===== config.mk =====
export PLATFORM = sky130hd
export DESIGN_NAME = sme_div
export DESIGN_NICKNAME = d
export VERILOG_FILES = /design/src/design/sme_pkg.sv /design/src/design/sme_div.sv
export SDC_FILE = /design/constraint.sdc
export NUM_CORES = 1
export LEC_CHECK = 0
export BUFFER_PORTS_ARGS = -buffer_cell sky130_fd_sc_hd__buf_2
export CAP_MARGIN = 20
export CORE_MARGIN = 2
export CORE_UTILIZATION = 51
export DETAILED_ROUTE_END_ITERATION = 7
export PLACE_DENSITY = 0.84
export SKIP_LAST_GASP = 1
export SYNTH_ARGS = -nofsm -noshare
export SYNTH_HDL_FRONTEND = slang
export SYNTH_SLANG_ARGS = --single-unit
export TNS_END_PERCENT = 20

===== constraint.sdc =====
create_clock -name clk -period 6 [get_ports clk]
set_clock_uncertainty 0.05 [all_clocks]
set_input_delay 1.2 -clock clk [delete_from_list [all_inputs] [get_ports clk]]
set_output_delay 1.2 -clock clk [all_outputs]
set_load 0.005 [all_outputs]

===== src/design/sme_pkg.sv =====
// package for the stack machine execute block
// types, sizes, instruction codes and range helpers shared by all modules but sme_checker
// no dependencies
package sme_pkg;

  // sizes (program size is a power of two, code addresses wrap by masking)
  localparam int STACK_DEPTH  = 2048;
  localparam int PROGRAM_SIZE = 512;
  localparam int MAX_LEVELS   = 3;
  localparam int WORD_W       = 32;

  localparam int ADDR_W  = $clog2(STACK_DEPTH);
  localparam int PC_W    = $clog2(PROGRAM_SIZE);
  localparam int LV_W    = $clog2(MAX_LEVELS + 1);
  localparam int WIDE_W  = WORD_W + 2;
  localparam int OP_W    = 4;
  localparam int LEVEL_W = 2;
  localparam int FN_W    = 4;

  typedef logic [WORD_W-1:0]        word_t;
  typedef logic [ADDR_W-1:0]        addr_t;
  typedef logic [PC_W-1:0]          pc_t;
  typedef logic signed [WIDE_W-1:0] wide_t;
  typedef logic [OP_W-1:0]          op_t;
  typedef logic [FN_W-1:0]          fn_t;

  localparam addr_t ADDR_MAX = addr_t'(STACK_DEPTH - 1);

  // opcodes
  localparam op_t OP_LIT   = 4'd1;
  localparam op_t OP_OPR   = 4'd2;
  localparam op_t OP_LOD   = 4'd3;
  localparam op_t OP_STO   = 4'd4;
  localparam op_t OP_CAL   = 4'd5;
  localparam op_t OP_INC   = 4'd6;
  localparam op_t OP_JMP   = 4'd7;
  localparam op_t OP_JPC   = 4'd8;
  localparam op_t OP_WRITE = 4'd9;
  localparam op_t OP_READ  = 4'd10;
  localparam op_t OP_HALT  = 4'd11;

  // opr function codes
  localparam fn_t FN_RET = 4'd0;
  localparam fn_t FN_NEG = 4'd1;
  localparam fn_t FN_ADD = 4'd2;
  localparam fn_t FN_SUB = 4'd3;
  localparam fn_t FN_MUL = 4'd4;
  localparam fn_t FN_DIV = 4'd5;
  localparam fn_t FN_ODD = 4'd6;
  localparam fn_t FN_MOD = 4'd7;
  localparam fn_t FN_EQ  = 4'd8;
  localparam fn_t FN_NE  = 4'd9;
  localparam fn_t FN_LT  = 4'd10;
  localparam fn_t FN_LE  = 4'd11;
  localparam fn_t FN_GT  = 4'd12;
  localparam fn_t FN_GE  = 4'd13;

  // one instruction request
  typedef struct packed {
    op_t                opcode_field;
    logic [LEVEL_W-1:0] level;
    word_t              operand;
    word_t              read_value;
  } instr_t;

  // one result
  typedef struct packed {
    pc_t   next_pc;
    word_t write_value;
    logic  write_valid;
    logic  halted;
    logic  fault;
  } res_t;

  // stack memory access
  typedef struct packed {
    logic  rd_en;
    addr_t rd_addr;
    logic  wr_en;
    addr_t wr_addr;
    word_t wr_data;
  } ram_req_t;

  // divider handshake
  typedef struct packed {
    logic  start;
    word_t dividend;
    word_t divisor;
  } div_req_t;

  typedef struct packed {
    logic  done;
    word_t quotient;
    word_t remainder;
  } div_rsp_t;

  function automatic wide_t ext_addr(addr_t a);
    return {{(WIDE_W - ADDR_W){1'b0}}, a};
  endfunction

  function automatic wide_t ext_word(word_t w);
    return {{(WIDE_W - WORD_W){w[WORD_W-1]}}, w};
  endfunction

  function automatic logic in_stack(wide_t i);
    return (i >= 0) && (i <= wide_t'(STACK_DEPTH - 1));
  endfunction

endpackage


===== src/design/sme_div.sv =====
// iterative signed divider, one quotient bit per cycle
// truncating quotient, remainder takes the dividend's sign; depends on sme_pkg
module sme_div (
  input  logic              clk,
  input  logic              rst_n,
  input  sme_pkg::div_req_t req,
  output sme_pkg::div_rsp_t rsp
);

  localparam int CNT_W = $clog2(sme_pkg::WORD_W);
  localparam logic [CNT_W-1:0] CNT_LAST = CNT_W'(sme_pkg::WORD_W - 1);

  logic             busy_r, busy_nxt;
  logic             done_r, done_nxt;
  logic [CNT_W-1:0] cnt_r, cnt_nxt;
  sme_pkg::word_t   rem_r, rem_nxt;
  sme_pkg::word_t   quo_r, quo_nxt;
  sme_pkg::word_t   dvs_r, dvs_nxt;
  logic             qneg_r, qneg_nxt;
  logic             rneg_r, rneg_nxt;

  logic [sme_pkg::WORD_W:0] shifted;
  logic [sme_pkg::WORD_W:0] diff;
  logic                     ge;

  // one restoring step
  assign shifted = {rem_r, quo_r[sme_pkg::WORD_W-1]};
  assign diff    = shifted - {1'b0, dvs_r};
  assign ge      = shifted >= {1'b0, dvs_r};

  always_comb begin
    busy_nxt = busy_r;
    done_nxt = 1'b0;
    cnt_nxt  = cnt_r;
    rem_nxt  = rem_r;
    quo_nxt  = quo_r;
    dvs_nxt  = dvs_r;
    qneg_nxt = qneg_r;
    rneg_nxt = rneg_r;
    if (req.start) begin
      busy_nxt = 1'b1;
      cnt_nxt  = '0;
      rem_nxt  = '0;
      quo_nxt  = req.dividend[sme_pkg::WORD_W-1] ? (sme_pkg::word_t'(0) - req.dividend)
                                                 : req.dividend;
      dvs_nxt  = req.divisor[sme_pkg::WORD_W-1] ? (sme_pkg::word_t'(0) - req.divisor)
                                                : req.divisor;
      qneg_nxt = req.dividend[sme_pkg::WORD_W-1] ^ req.divisor[sme_pkg::WORD_W-1];
      rneg_nxt = req.dividend[sme_pkg::WORD_W-1];
    end else if (busy_r) begin
      rem_nxt = ge ? diff[sme_pkg::WORD_W-1:0] : shifted[sme_pkg::WORD_W-1:0];
      quo_nxt = {quo_r[sme_pkg::WORD_W-2:0], ge};
      cnt_nxt = cnt_r + 1'b1;
      if (cnt_r == CNT_LAST) begin
        busy_nxt = 1'b0;
        done_nxt = 1'b1;
      end
    end
  end

  // control registers
  always_ff @(posedge clk) begin
    if (!rst_n) begin
      busy_r <= 1'b0;
      done_r <= 1'b0;
    end else begin
      busy_r <= busy_nxt;
      done_r <= done_nxt;
    end
  end

  // datapath registers
  always_ff @(posedge clk) begin
    cnt_r  <= cnt_nxt;
    rem_r  <= rem_nxt;
    quo_r  <= quo_nxt;
    dvs_r  <= dvs_nxt;
    qneg_r <= qneg_nxt;
    rneg_r <= rneg_nxt;
  end

  // sign fixup of the magnitudes
  assign rsp.done      = done_r;
  assign rsp.quotient  = qneg_r ? (sme_pkg::word_t'(0) - quo_r) : quo_r;
  assign rsp.remainder = rneg_r ? (sme_pkg::word_t'(0) - rem_r) : rem_r;

endmodule


==> run_results.csv <==
group,metric,value,unit
layout,drive_gt1_frac,0.157,
clocking,cts_resized,0,
hold_path,hold_path.class,"register to register",
sta,min_period,4.60,ns
drt,vias,7642,
layout,final_common_cell,"buf_2",
logic_synthesis,synth_fp_nets,1078,
layout,nNetsFinal,1178,
logic_synthesis,synthArstFlopShare,0,
floorplan,rows,47,
placement,post-dp-hpwl,16.0,mm
drt,dr.pass1.iters,5,
clocking,cts_sinks,105,
logic_synthesis,synth_cell_types,64,
global_route,grt_pass1_vias,6698,
setup_path,path_class,"register to output pin",
floorplan,die_area,0.0176,mm^2
sta,period_share,0.767,
clocking,clk_latency,0.35,ns
clocking,cts_hold_buf,0,
global_route,grt_pass1_wl,33.0,mm
sta,finalHoldViolCount,0,
power_and_ir_drop,power.density,224,mW/mm^2
setup_path,worstPathArrival,3.35,ns
layout,diodes,0,
drt,wl_per_cell,15.8,um
setup_path,cp-end-kind,"output pin",
logic_synthesis,synth_flop_cell,"edfxtp_1",
clocking,numCtsBuffers,9,
power_and_ir_drop,netSwitchingFraction,0.333,
global_route,grt_overflow,0,
clocking,cts-root-buf,"clkbuf_16",
drt,routed-wl-met2,9.11,mm
drt,first_iter_violations,723,
clocking,cts_max_path_buffers,2,
sta,worst_slew_pin_slew,0.909,ns
global_route,grt_antenna_before_repair,0,
logic_synthesis,syn-cell-area,0.00846,mm^2
clocking,clk_pin_slew,0.07,ns
sta,layout_setup_ws,1.40,ns
sta,tns,0,ns
drt,m1WireLength,9.57,mm
floorplan,die_w,133,um
floorplan,core-area,0.0164,mm^2
clocking,cts_tree,"built",
drt,antenna_left,0,
floorplan,die_h,133,um
power_and_ir_drop,pwr-share-comb,0.315,
outcome,outcome,"finished clean",
placement,placed_area,0.00923,mm^2
layout,area_growth,12.3,%
sta,holdWs,0.463,ns
placement,dpl_worst_slack,1.77,ns
global_route,grt_max_degree,64,
sta,rsz0062_at_grt,"no",
drt,dr.max_layer_used,"met4",
power_and_ir_drop,leakage,3.91,nW
sta,setup_violations,0,
logic_synthesis,synth_edf_count,66,
logic_synthesis,ys_seq_elements,105,
power_and_ir_drop,vdd_ir_drop_max,0.000149,V
setup_path,startpoint_type,"register",
clocking,cts-htree-levels,3,
global_route,grtUsageTotal,0.229,
clocking,cts_setup_buffers,0,
placement,place_congestion,0.928,
placement,port_buffers,131,
power_and_ir_drop,internal_power,0.00142,W
drt,vias_per_cell,5.89,
logic_synthesis,syn_area_per_cell,8.70,um^2
setup_path,worstPathRequired,4.75,ns
logic_synthesis,ys.warnings.count,0,
layout,layout_common_cells,"130 x buf_2, 103 x xnor2_1, 76 x nor2_1",
floorplan,start_util,0.515,
drt,dr_wl_met3,1.43,mm
sta,max_freq,217,MHz
logic_synthesis,synthCells,972,
sta,maxSlewHeadroom,0.378,
layout,finalInstanceArea,0.00950,mm^2
setup_path,cp_max_fo,5,
floorplan,io_pins,132,
drt,finalWirelength,20.5,mm
power_and_ir_drop,p_switching,0.000710,W
power_and_ir_drop,clkPwrFrac,0.256,
drt,route.detailed.drc,0,
logic_synthesis,yosysSeqAreaShare,0.327,
power_and_ir_drop,power_frac_seq,0.429,
sta,drv_slew,0,
run,cap_viol_max_count,0,
## cells in the mapped netlist, types with 21 or more instances
cell        n  area, um^2
a21oi_1    62         310
clkbuf_1   39         146
dfxtp_1    39         781
edfxtp_1   66        1980
ha_1       38         475
inv_1      50         188
mux2i_1    22         220
nand2_1    73         274
nor2_1     76         285
o21ai_0    65         325
o31ai_1    35         263
or3_1      21         131
xnor2_1   103         902
xor2_1     43         377
## area by class of cell
type,instances,area (um^2)
fillers,1478,6910
multi-input cells,767,5270
flip-flops and latches,105,2760
repair buffers,139,738
well taps,220,275
clock buffers,12,236
inverters,50,188
clock inverters,4,27.5
## state kept, by name, summed over array words and instances, names as in the netlist
register and flops:
busy_r 1, cnt_r 5, done_r 1, dvs_r 32, qneg_r 1, quo_r 32, rem_r 32, rneg_r 1
## through the flow
step                total power [W]  cells  utilization
finish                      0.00213   1297        0.579
global route                0.00225   1297        0.579
floorplan                   0.00135    972            -
CTS                         0.00213   1296        0.579
global placement            0.00157   1278        0.560
detailed placement          0.00159   1280        0.562
## routing by layer
layer | vias to the layer above | track usage
met1 | 3525 | 0.328
met3 | 24 | 0.0272
met5 | - | 0
li1 | 3800 | -
met2 | 293 | 0.356
met4 | 0 | 0.0878
## critical path: stages, from the launching register on
cell	delay [ns]
edfxtp_1	0.43
or4_1	0.60
or4_1	0.51
nor3_1	0.30
and3_1	0.22
inv_1	0.06
o41a_1	0.41
a21oi_1	0.22
xnor2_1	0.14
buf_2	0.13
## worst paths after layout
path	from	end	slack (ns)	cells after the start
worst min-delay path	cnt_r[4]	cnt_r[4]	0.46	2
worst min register to register	cnt_r[4]	cnt_r[4]	0.46	2
worst max-delay path	quo_r[6]	rsp[63]	1.40	9
worst max register to register	rem_r[4]	rem_r[21]	1.97	9
## power groups by stage
stage / Sequential, W / Combinational [W] / Clock, W
detailed placement: 0.000928 / 0.000660 / 0
CTS: 0.000911 / 0.000663 / 0.000557
finish: 0.000913 / 0.000671 / 0.000546
global placement: 0.000924 / 0.000643 / 0
floorplan: 0.000900 / 0.000454 / 0
global route: 0.000922 / 0.000740 / 0.000585
## cell families (layout without fill, tap and decap cells)
logic type / count (synthesis) / in the layout / synth area share
AOI/OAI and AO/OA: 271 / 271 / 0.212
and+or+nand+nor: 288 / 288 / 0.174
adders and majority gates: 39 / 39 / 0.0586
buffers and inverters: 100 / 205 / 0.0499
DFF: 105 / 105 / 0.327
muxes: 23 / 23 / 0.0274
xor gates and xnor gates: 146 / 146 / 0.151
No activity file was read; power rests on OpenSTA's default activity.
