==> config.mk <==
export PLATFORM = sky130hd
export DESIGN_NAME = sme_alu
export DESIGN_NICKNAME = d
export VERILOG_FILES = /design/src/design/sme_pkg.sv /design/src/design/sme_alu.sv
export SDC_FILE = /design/constraint.sdc
export NUM_CORES = 1
export LEC_CHECK = 0
export ABC_AREA = 0
export BUFFER_PORTS_ARGS = -buffer_cell sky130_fd_sc_hd__buf_2
export CORE_ASPECT_RATIO = 1.5
export CORE_MARGIN = 10
export CORE_UTILIZATION = 60
export DETAILED_ROUTE_END_ITERATION = 10
export PLACE_DENSITY_LB_ADDON = 0.25
export SYNTH_ARGS = -nofsm -noshare
export SYNTH_HDL_FRONTEND = slang
export SYNTH_SLANG_ARGS = --single-unit
export TNS_END_PERCENT = 10
==> constraint.sdc <==
create_clock -name vclk -period 6.6
set_input_delay 0.33 -clock vclk [all_inputs]
set_output_delay 0.33 -clock vclk [all_outputs]
set_load 0.05 [all_outputs]
==> src/design/sme_pkg.sv <==
// package for the stack machine execute block
// types, sizes, instruction codes and range helpers shared by all modules but sme_checker
// no dependencies
package sme_pkg;

  // sizes (program size is a power of two, code addresses wrap by masking)
  localparam int STACK_DEPTH  = 2048;
  localparam int PROGRAM_SIZE = 512;
  localparam int MAX_LEVELS   = 3;
  localparam int WORD_W       = 32;

  localparam int ADDR_W  = $clog2(STACK_DEPTH);
  localparam int PC_W    = $clog2(PROGRAM_SIZE);
  localparam int LV_W    = $clog2(MAX_LEVELS + 1);
  localparam int WIDE_W  = WORD_W + 2;
  localparam int OP_W    = 4;
  localparam int LEVEL_W = 2;
  localparam int FN_W    = 4;

  typedef logic [WORD_W-1:0]        word_t;
  typedef logic [ADDR_W-1:0]        addr_t;
  typedef logic [PC_W-1:0]          pc_t;
  typedef logic signed [WIDE_W-1:0] wide_t;
  typedef logic [OP_W-1:0]          op_t;
  typedef logic [FN_W-1:0]          fn_t;

  localparam addr_t ADDR_MAX = addr_t'(STACK_DEPTH - 1);

  // opcodes
  localparam op_t OP_LIT   = 4'd1;
  localparam op_t OP_OPR   = 4'd2;
  localparam op_t OP_LOD   = 4'd3;
  localparam op_t OP_STO   = 4'd4;
  localparam op_t OP_CAL   = 4'd5;
  localparam op_t OP_INC   = 4'd6;
  localparam op_t OP_JMP   = 4'd7;
  localparam op_t OP_JPC   = 4'd8;
  localparam op_t OP_WRITE = 4'd9;
  localparam op_t OP_READ  = 4'd10;
  localparam op_t OP_HALT  = 4'd11;

  // opr function codes
  localparam fn_t FN_RET = 4'd0;
  localparam fn_t FN_NEG = 4'd1;
  localparam fn_t FN_ADD = 4'd2;
  localparam fn_t FN_SUB = 4'd3;
  localparam fn_t FN_MUL = 4'd4;
  localparam fn_t FN_DIV = 4'd5;
  localparam fn_t FN_ODD = 4'd6;
  localparam fn_t FN_MOD = 4'd7;
  localparam fn_t FN_EQ  = 4'd8;
  localparam fn_t FN_NE  = 4'd9;
  localparam fn_t FN_LT  = 4'd10;
  localparam fn_t FN_LE  = 4'd11;
  localparam fn_t FN_GT  = 4'd12;
  localparam fn_t FN_GE  = 4'd13;

  // one instruction request
  typedef struct packed {
    op_t                opcode_field;
    logic [LEVEL_W-1:0] level;
    word_t              operand;
    word_t              read_value;
  } instr_t;

  // one result
  typedef struct packed {
    pc_t   next_pc;
    word_t write_value;
    logic  write_valid;
    logic  halted;
    logic  fault;
  } res_t;

  // stack memory access
  typedef struct packed {
    logic  rd_en;
    addr_t rd_addr;
    logic  wr_en;
    addr_t wr_addr;
    word_t wr_data;
  } ram_req_t;

  // divider handshake
  typedef struct packed {
    logic  start;
    word_t dividend;
    word_t divisor;
  } div_req_t;

  typedef struct packed {
    logic  done;
    word_t quotient;
    word_t remainder;
  } div_rsp_t;

  function automatic wide_t ext_addr(addr_t a);
    return {{(WIDE_W - ADDR_W){1'b0}}, a};
  endfunction

  function automatic wide_t ext_word(word_t w);
    return {{(WIDE_W - WORD_W){w[WORD_W-1]}}, w};
  endfunction

  function automatic logic in_stack(wide_t i);
    return (i >= 0) && (i <= wide_t'(STACK_DEPTH - 1));
  endfunction

endpackage

==> src/design/sme_alu.sv <==
// combinational opr operations: negate, add, subtract, multiply, odd, compares
// depends on sme_pkg; unary operations act on y
module sme_alu (
  input  sme_pkg::fn_t   fn,
  input  sme_pkg::word_t x,
  input  sme_pkg::word_t y,
  output sme_pkg::word_t r
);

  logic signed [sme_pkg::WORD_W-1:0] xs, ys;

  assign xs = $signed(x);
  assign ys = $signed(y);

  // operation select
  always_comb begin
    unique case (fn)
      sme_pkg::FN_NEG: r = sme_pkg::word_t'(0) - y;
      sme_pkg::FN_ADD: r = x + y;
      sme_pkg::FN_SUB: r = x - y;
      sme_pkg::FN_MUL: r = x * y;
      sme_pkg::FN_ODD: r = sme_pkg::word_t'(y[0]);
      sme_pkg::FN_EQ:  r = sme_pkg::word_t'(xs == ys);
      sme_pkg::FN_NE:  r = sme_pkg::word_t'(xs != ys);
      sme_pkg::FN_LT:  r = sme_pkg::word_t'(xs < ys);
      sme_pkg::FN_LE:  r = sme_pkg::word_t'(xs <= ys);
      sme_pkg::FN_GT:  r = sme_pkg::word_t'(xs > ys);
      sme_pkg::FN_GE:  r = sme_pkg::word_t'(xs >= ys);
      default:         r = '0;
    endcase
  end

endmodule

==> results of run 1 <==
==> kinds of logic after synthesis <==
| group | Yosys count | synth area share |
|---|---|---|
| compound gates | 297 | 0.0991 |
| xor+xnor | 128 | 0.0558 |
| fa+ha+maj | 597 | 0.525 |
| buf+inv | 575 | 0.108 |
| mux | 7 | 0.00349 |
| simple gates | 818 | 0.209 |
==> through the flow <==
step	util	instance area (µm²)	TNS [ns]	setup WS (ns)	hold slack, ns
6_report	0.712	23700	-10.33	-0.807	1.26
5_1_grt	0.712	23700	-14.04	-0.998	1.29
4_1_cts	0.706	23500	-9.63	-0.750	1.25
3_5_place_dp	0.694	23100	-15.01	-1.05	1.25
3_3_place_gp	0.694	23100	-13.37	-1.08	1.26
2_1_floorplan	-	20400	-3.70	-0.355	0.983
==> path summary, 6_finish.rpt <==
path	slack (ns)	endpoint	cells after the start	from
worst max-delay path	-0.81	r[28]	24	x[13]
worst min-delay path	1.26	r[0]	4	fn[3]
==> layer usage <==
metal  GRT usage  vias up  share of wire
li1            -     8055              -
met1       0.425     9224           0.35
met2       0.598     1029           0.48
met3      0.0679      273          0.088
met4       0.239        4          0.081
met5           0        -        0.00033
==> layout by cell type, fill, tap and decap left out, types with 13 or more instances in the layout <==
cell type | Yosys | final
a211oi_1 | 14 | 13
a21o_1 | 26 | 26
a21oi_1 | 65 | 61
and2_1 | 278 | 267
buf_12 | 0 | 15
buf_2 | 6 | 58
buf_4 | 0 | 286
buf_6 | 1 | 27
fa_1 | 410 | 387
fa_2 | 0 | 23
ha_1 | 187 | 178
inv_1 | 445 | 436
nand2_1 | 274 | 273
nand2b_1 | 22 | 22
nand3_1 | 24 | 22
nand4_1 | 14 | 14
nor2_1 | 100 | 98
nor3_1 | 33 | 29
o21ai_0 | 64 | 54
xnor2_1 | 105 | 102
xor2_1 | 23 | 23
==> repair_timing <==
| action | in CTS | in global routing |
|---|---|---|
| setup endpoints to repair | 21 | 21 |
| pin swaps | 40 | 45 |
| setup buffers | 5 | 7 |
| cloned | 2 | 0 |
| resized for setup | 98 | 48 |
==> worst max-delay path, cell delays in order <==
cell and delay (ns):
buf_6 0.13, buf_4 0.14, and2_1 0.16, fa_2 0.55, fa_2 0.44, fa_1 0.55, inv_1 0.07, fa_1 0.57
inv_2 0.04, fa_1 0.49, fa_1 0.46, fa_1 0.53, fa_1 0.58, ha_4 0.23, a21o_1 0.19, a21oi_2 0.15
o21bai_1 0.08, a221o_1 0.35, nand3_2 0.11, o311ai_4 0.12, nand4b_1 0.12, o21ai_1 0.07, or4_4 0.43, buf_8 0.17
==> cell type report <==
cell class / instances / area [µm²]
Tap cell: 420 / 526
Antenna cell: 5 / 12.5
Timing Repair Buffer: 391 / 3140
Multi-Input combinational cell: 1847 / 18300
Inverter: 447 / 1680
Fill cell: 2687 / 9570
==> key figures, run 1 <==
Outcome
  – Status: finished with violations
  – Failing checks: negative setup slack

Logic synthesis
  – Synthesis Warnings: 0
  – Mean Syn Cell Area: around 8.3 µm²
  – Sequential share of the synthesized area: 0
  – Post-synth top cells: inv_1, fa_1, and2_1
  – Share of the synthesized area in the top cell type: 0.408
  – Syn Inst Count: 2422
  – Synth area leader: fa_1
  – Synth Net Count: ~3000
  – Top cells by area, synth: fa_1, ha_1, and2_1
  – Netlist cell types: 77
  – Most frequent cell after synthesis: inv_1
  – Synthesized cell area: 0.0201 mm²

Worst setup path
  – Crit start category: input pin
  – Crit-path max FO: 7
  – Critical path capture point type: primary output
  – Worst endpoint data arrival time: 7.08 ns
  – WP data required: 6.27 ns
  – Critical setup path kind: input pin to primary output

Layout
  – # nets final: 3352
  – Non-filler instance count after layout: between 3000 and 4000
  – Clock buf count: 0
  – Share of cells above drive strength 1: 0.184
  – Register cell area after layout: 0 µm²
  – Area Overhead vs Synth: 17.7%
  – Seq cells: 0

Detailed routing
  – TritonRoute pass-1 iters: 5
  – Avg WL per Cell: 24.3 µm
  – DRT iter0 DRCs: 1434
  – Final ANT Viol Nets: 0
  – Routed WL: 75500 µm
  – Post-DR vias/cell: 5.98
  – DRC Markers: 0
  – DR vias: 18600

Global routing
  – Vias in the first global route: between 20000 and 25000
  – GR Util All Layers: 0.364
  – Total congestion overflow: 0
  – Initial antenna violation count: 9
  – Largest net degree at the start of global routing: 49
  – Global-route wire length before repair: between 100000 and 150000 µm

Placement
  – Placer Congestion: between 1 and 1.5
  – Post-DP HPWL: 63400 µm
  – Placed cells: 3091
  – Buffers added on ports: 100

Floorplan
  – Core footprint: roughly 0.033 mm²
  – Number of I/O pins: 100
  – Die area: between 0.04 and 0.05 mm²
  – Die height: ~240 µm
  – # rows: 82
  – Die extent in x: ~170 µm
  – Initial Utilization: 0.605

Timing
  – Period Utilization, post-route: 1.12
  – Fin. Hold Viols: 0
  – Max transition margin: 0.147
  – Final WS setup: -0.807 ns
  – Fmax: 135 MHz
  – Measured slew at the worst slew-check pin: 1.27 ns
  – Max Slew Vio Count: 0
  – Minimum clock period: 7.41 ns
  – Final Setup Violations: 20
  – RSZ-0062 raised after global routing: yes

Worst hold path
  – HP Class: input pin to primary output

Run
  – Maximum capacitance violations: 0

CTS
  – Hold_buf cts: 0
Power of run 1 is not shown: default switching activity piles up to over one toggle a cycle in this logic, so the estimate is an artifact.
==> run 2, diff against run 1 <==
--- a/config.mk
+++ b/config.mk
@@ -11,7 +11,7 @@
 export CORE_MARGIN = 10
 export CORE_UTILIZATION = 60
 export DETAILED_ROUTE_END_ITERATION = 10
-export PLACE_DENSITY_LB_ADDON = 0.25
+export PLACE_DENSITY = 0.83
 export SYNTH_ARGS = -nofsm -noshare
 export SYNTH_HDL_FRONTEND = slang
 export SYNTH_SLANG_ARGS = --single-unit
==> run 2 against run 1 <==
  * The run still ends with negative setup slack left
  * Clock-buffer cell count unchanged
  * Final cell count up 0.35%
  * Maximum frequency up 0.86%
  * Die area unchanged
  * Worst hold slack worse by 0.0030 ns
  * Wire length up 2.4%
  * Global-route usage up 0.57 points
  * Sequential cell count unchanged
  * Via count up 0.77%
  * Sequential share of layout area unchanged
  * Worst setup slack better by 0.063 ns
  * First-iteration DRC count up 4.9%
  * Highest routed layer unchanged
==> key figures, run 2 (synthesized netlist as in run 1, its figures left out) <==
Layout
  – Area Overhead vs Synth: 19.4%
  – # nets final: 3366 (+0.42%)
  – Non-filler instance count after layout: 3121 (+0.35%)
  – Share of cells above drive strength 1: 0.204 (+0.0194)
  – Clock buf count: 0 (unchanged)
  – Seq cells: 0 (unchanged)
  – Register cell area after layout: 0 µm² (unchanged)
  – Most frequent cells in the layout: inv_1, fa_1, buf_4, nand2_1, and2_1
  – Commonest non-fill, non-tap cell in the layout: inv_1

Worst setup path
  – Slowest stage delay, CP: 0.59 ns (about the same)
  – CP Buf/Inv Count: 6 (+1)
  – CP top delay family: adder cells
  – Most frequent CP cell: fa_1
  – Worst endpoint data arrival time: 7.01 ns (-0.07 ns)
  – Crit-path max FO: 5 (-2)
  – Critical setup path kind: input pin to primary output
  – WP depth: 25 (+4.2%)
  – Crit start category: input pin
  – CP max stage cell: fa_2
  – Critical path capture point type: primary output
  – WP data required: 6.27 ns (about the same)

Timing
  – Final WS setup: -0.744 ns (+0.0628 ns)
  – Max Slew Vio Count: 0 (unchanged)
  – Worst hold slack: 1.26 ns (-0.00301 ns)
  – Final Setup Violations: 18 (-10%)
  – Max transition margin: 0.169 (+0.0216)
  – RSZ-0062 raised after global routing: yes
  – Fmax: 136 MHz (+0.86%)
  – Period Utilization, post-route: 1.11 (-0.00952)
  – Minimum clock period: 7.34 ns (-0.0628 ns)
  – Measured slew at the worst slew-check pin: 1.24 ns (-0.0301 ns)
  – Fin. Hold Viols: 0 (unchanged)
  – Fin Setup TNS: -9.32 ns (+1.01 ns)

Global routing
  – GR Util All Layers: 0.369 (+0.00569)
  – Largest net degree at the start of global routing: 49 (unchanged)
  – Vias in the first global route: 20300 (-0.95%)
  – Global-route wire length before repair: 117000 µm (+0.87%)
  – Initial antenna violation count: 8 (-1)
  – Total congestion overflow: 0 (unchanged)

Detailed routing
  – TritonRoute pass-1 iters: 5 (unchanged)
  – Routed WL: 77300 µm (+2.4%)
  – DRC Markers: 0 (unchanged)
  – DRT iter0 DRCs: 1504 (+4.9%)
  – Post-DR vias/cell: 6.00 (+0.42%)
  – Final ANT Viol Nets: 0 (unchanged)
  – DR vias: 18700 (+0.77%)
  – Avg WL per Cell: 24.8 µm (+2.0%)

Worst hold path
  – Worst Hold Depth: 5 (+1)
  – Hold_sp: y[31]
  – Worst hold endpoint: r[31]
  – HP Class: input pin to primary output

Floorplan
  – Number of I/O pins: 100 (unchanged)
  – # rows: 82 (unchanged)
  – Die height: 244 µm (unchanged)
  – Die area: 0.0414 mm² (unchanged)
  – Core footprint: 0.0332 mm² (unchanged)
  – Die extent in x: 169 µm (unchanged)
  – Initial Utilization: 0.605 (unchanged)

Placement
  – Placed cells: 3106 (+0.49%)
  – Post-DP HPWL: 66300 µm (+4.5%)
  – Placer Congestion: 1.06 (+2.6%)
  – Buffers added on ports: 100 (unchanged)

CTS
  – Hold_buf cts: 0 (unchanged)

Outcome
  – Status: finished with violations
  – Failing checks: negative setup slack

Run
  – Maximum capacitance violations: 0 (unchanged)
[run 2: cell count changes in the layout (fill, tap and decap cells not counted), moves of 6 or more]
cell / before / now
inv_1: 436 / 429
inv_2: 9 / 16
fa_1: 387 / 373
o21ai_0: 54 / 48
fa_2: 23 / 37
buf_4: 286 / 298
[run 2: layout make-up]
type	count	area [µm²]
well taps	420	526
fillers	2538	9240
diodes	2	5.00
inverters	447	1680
repair buffers	405	3250
multi-input cells	1847	18500
[run 2: how the worst max path moves through the flow]
stage | start | endpoint
2_1_floorplan | x[11] | r[28]
3_3_place_gp | y[6] | r[29]
3_5_place_dp | y[6] | r[29]
4_1_cts | x[11] | r[31]
5_1_grt | y[11] | r[28]
6_report | y[11] | r[28]
[run 2: what timing repair did]
item | CTS | global route
resized for setup | 98 | 102
buffers inserted | 5 | 8
pin swaps | 45 | 44
setup endpoints to repair | 20 | 21
[run 2: layer usage]
layer / track usage / share of wire
met1: 0.422 / 0.34
met2: 0.611 / 0.48
met3: 0.0631 / 0.086
met4: 0.268 / 0.090
met5: 0 / 0.00049
[run 2: worst min-delay path: stages]
cell	delay (ns)
buf_2	0.14
xnor2_1	0.14
nand2_1	0.09
o221ai_4	0.08
buf_12	0.14
[run 2: per-stage QoR]
step | utilization | setup WS [ns] | cell area (µm²)
after floorplan | - | -0.355 | 20400
after global placement | 0.699 | -1.00 | 23200
after detailed placement | 0.699 | -1.07 | 23200
after CTS | 0.710 | -0.813 | 23600
after global routing | 0.722 | -0.890 | 24000
final | 0.722 | -0.744 | 24000
Power of run 2 is left out for the same reason.
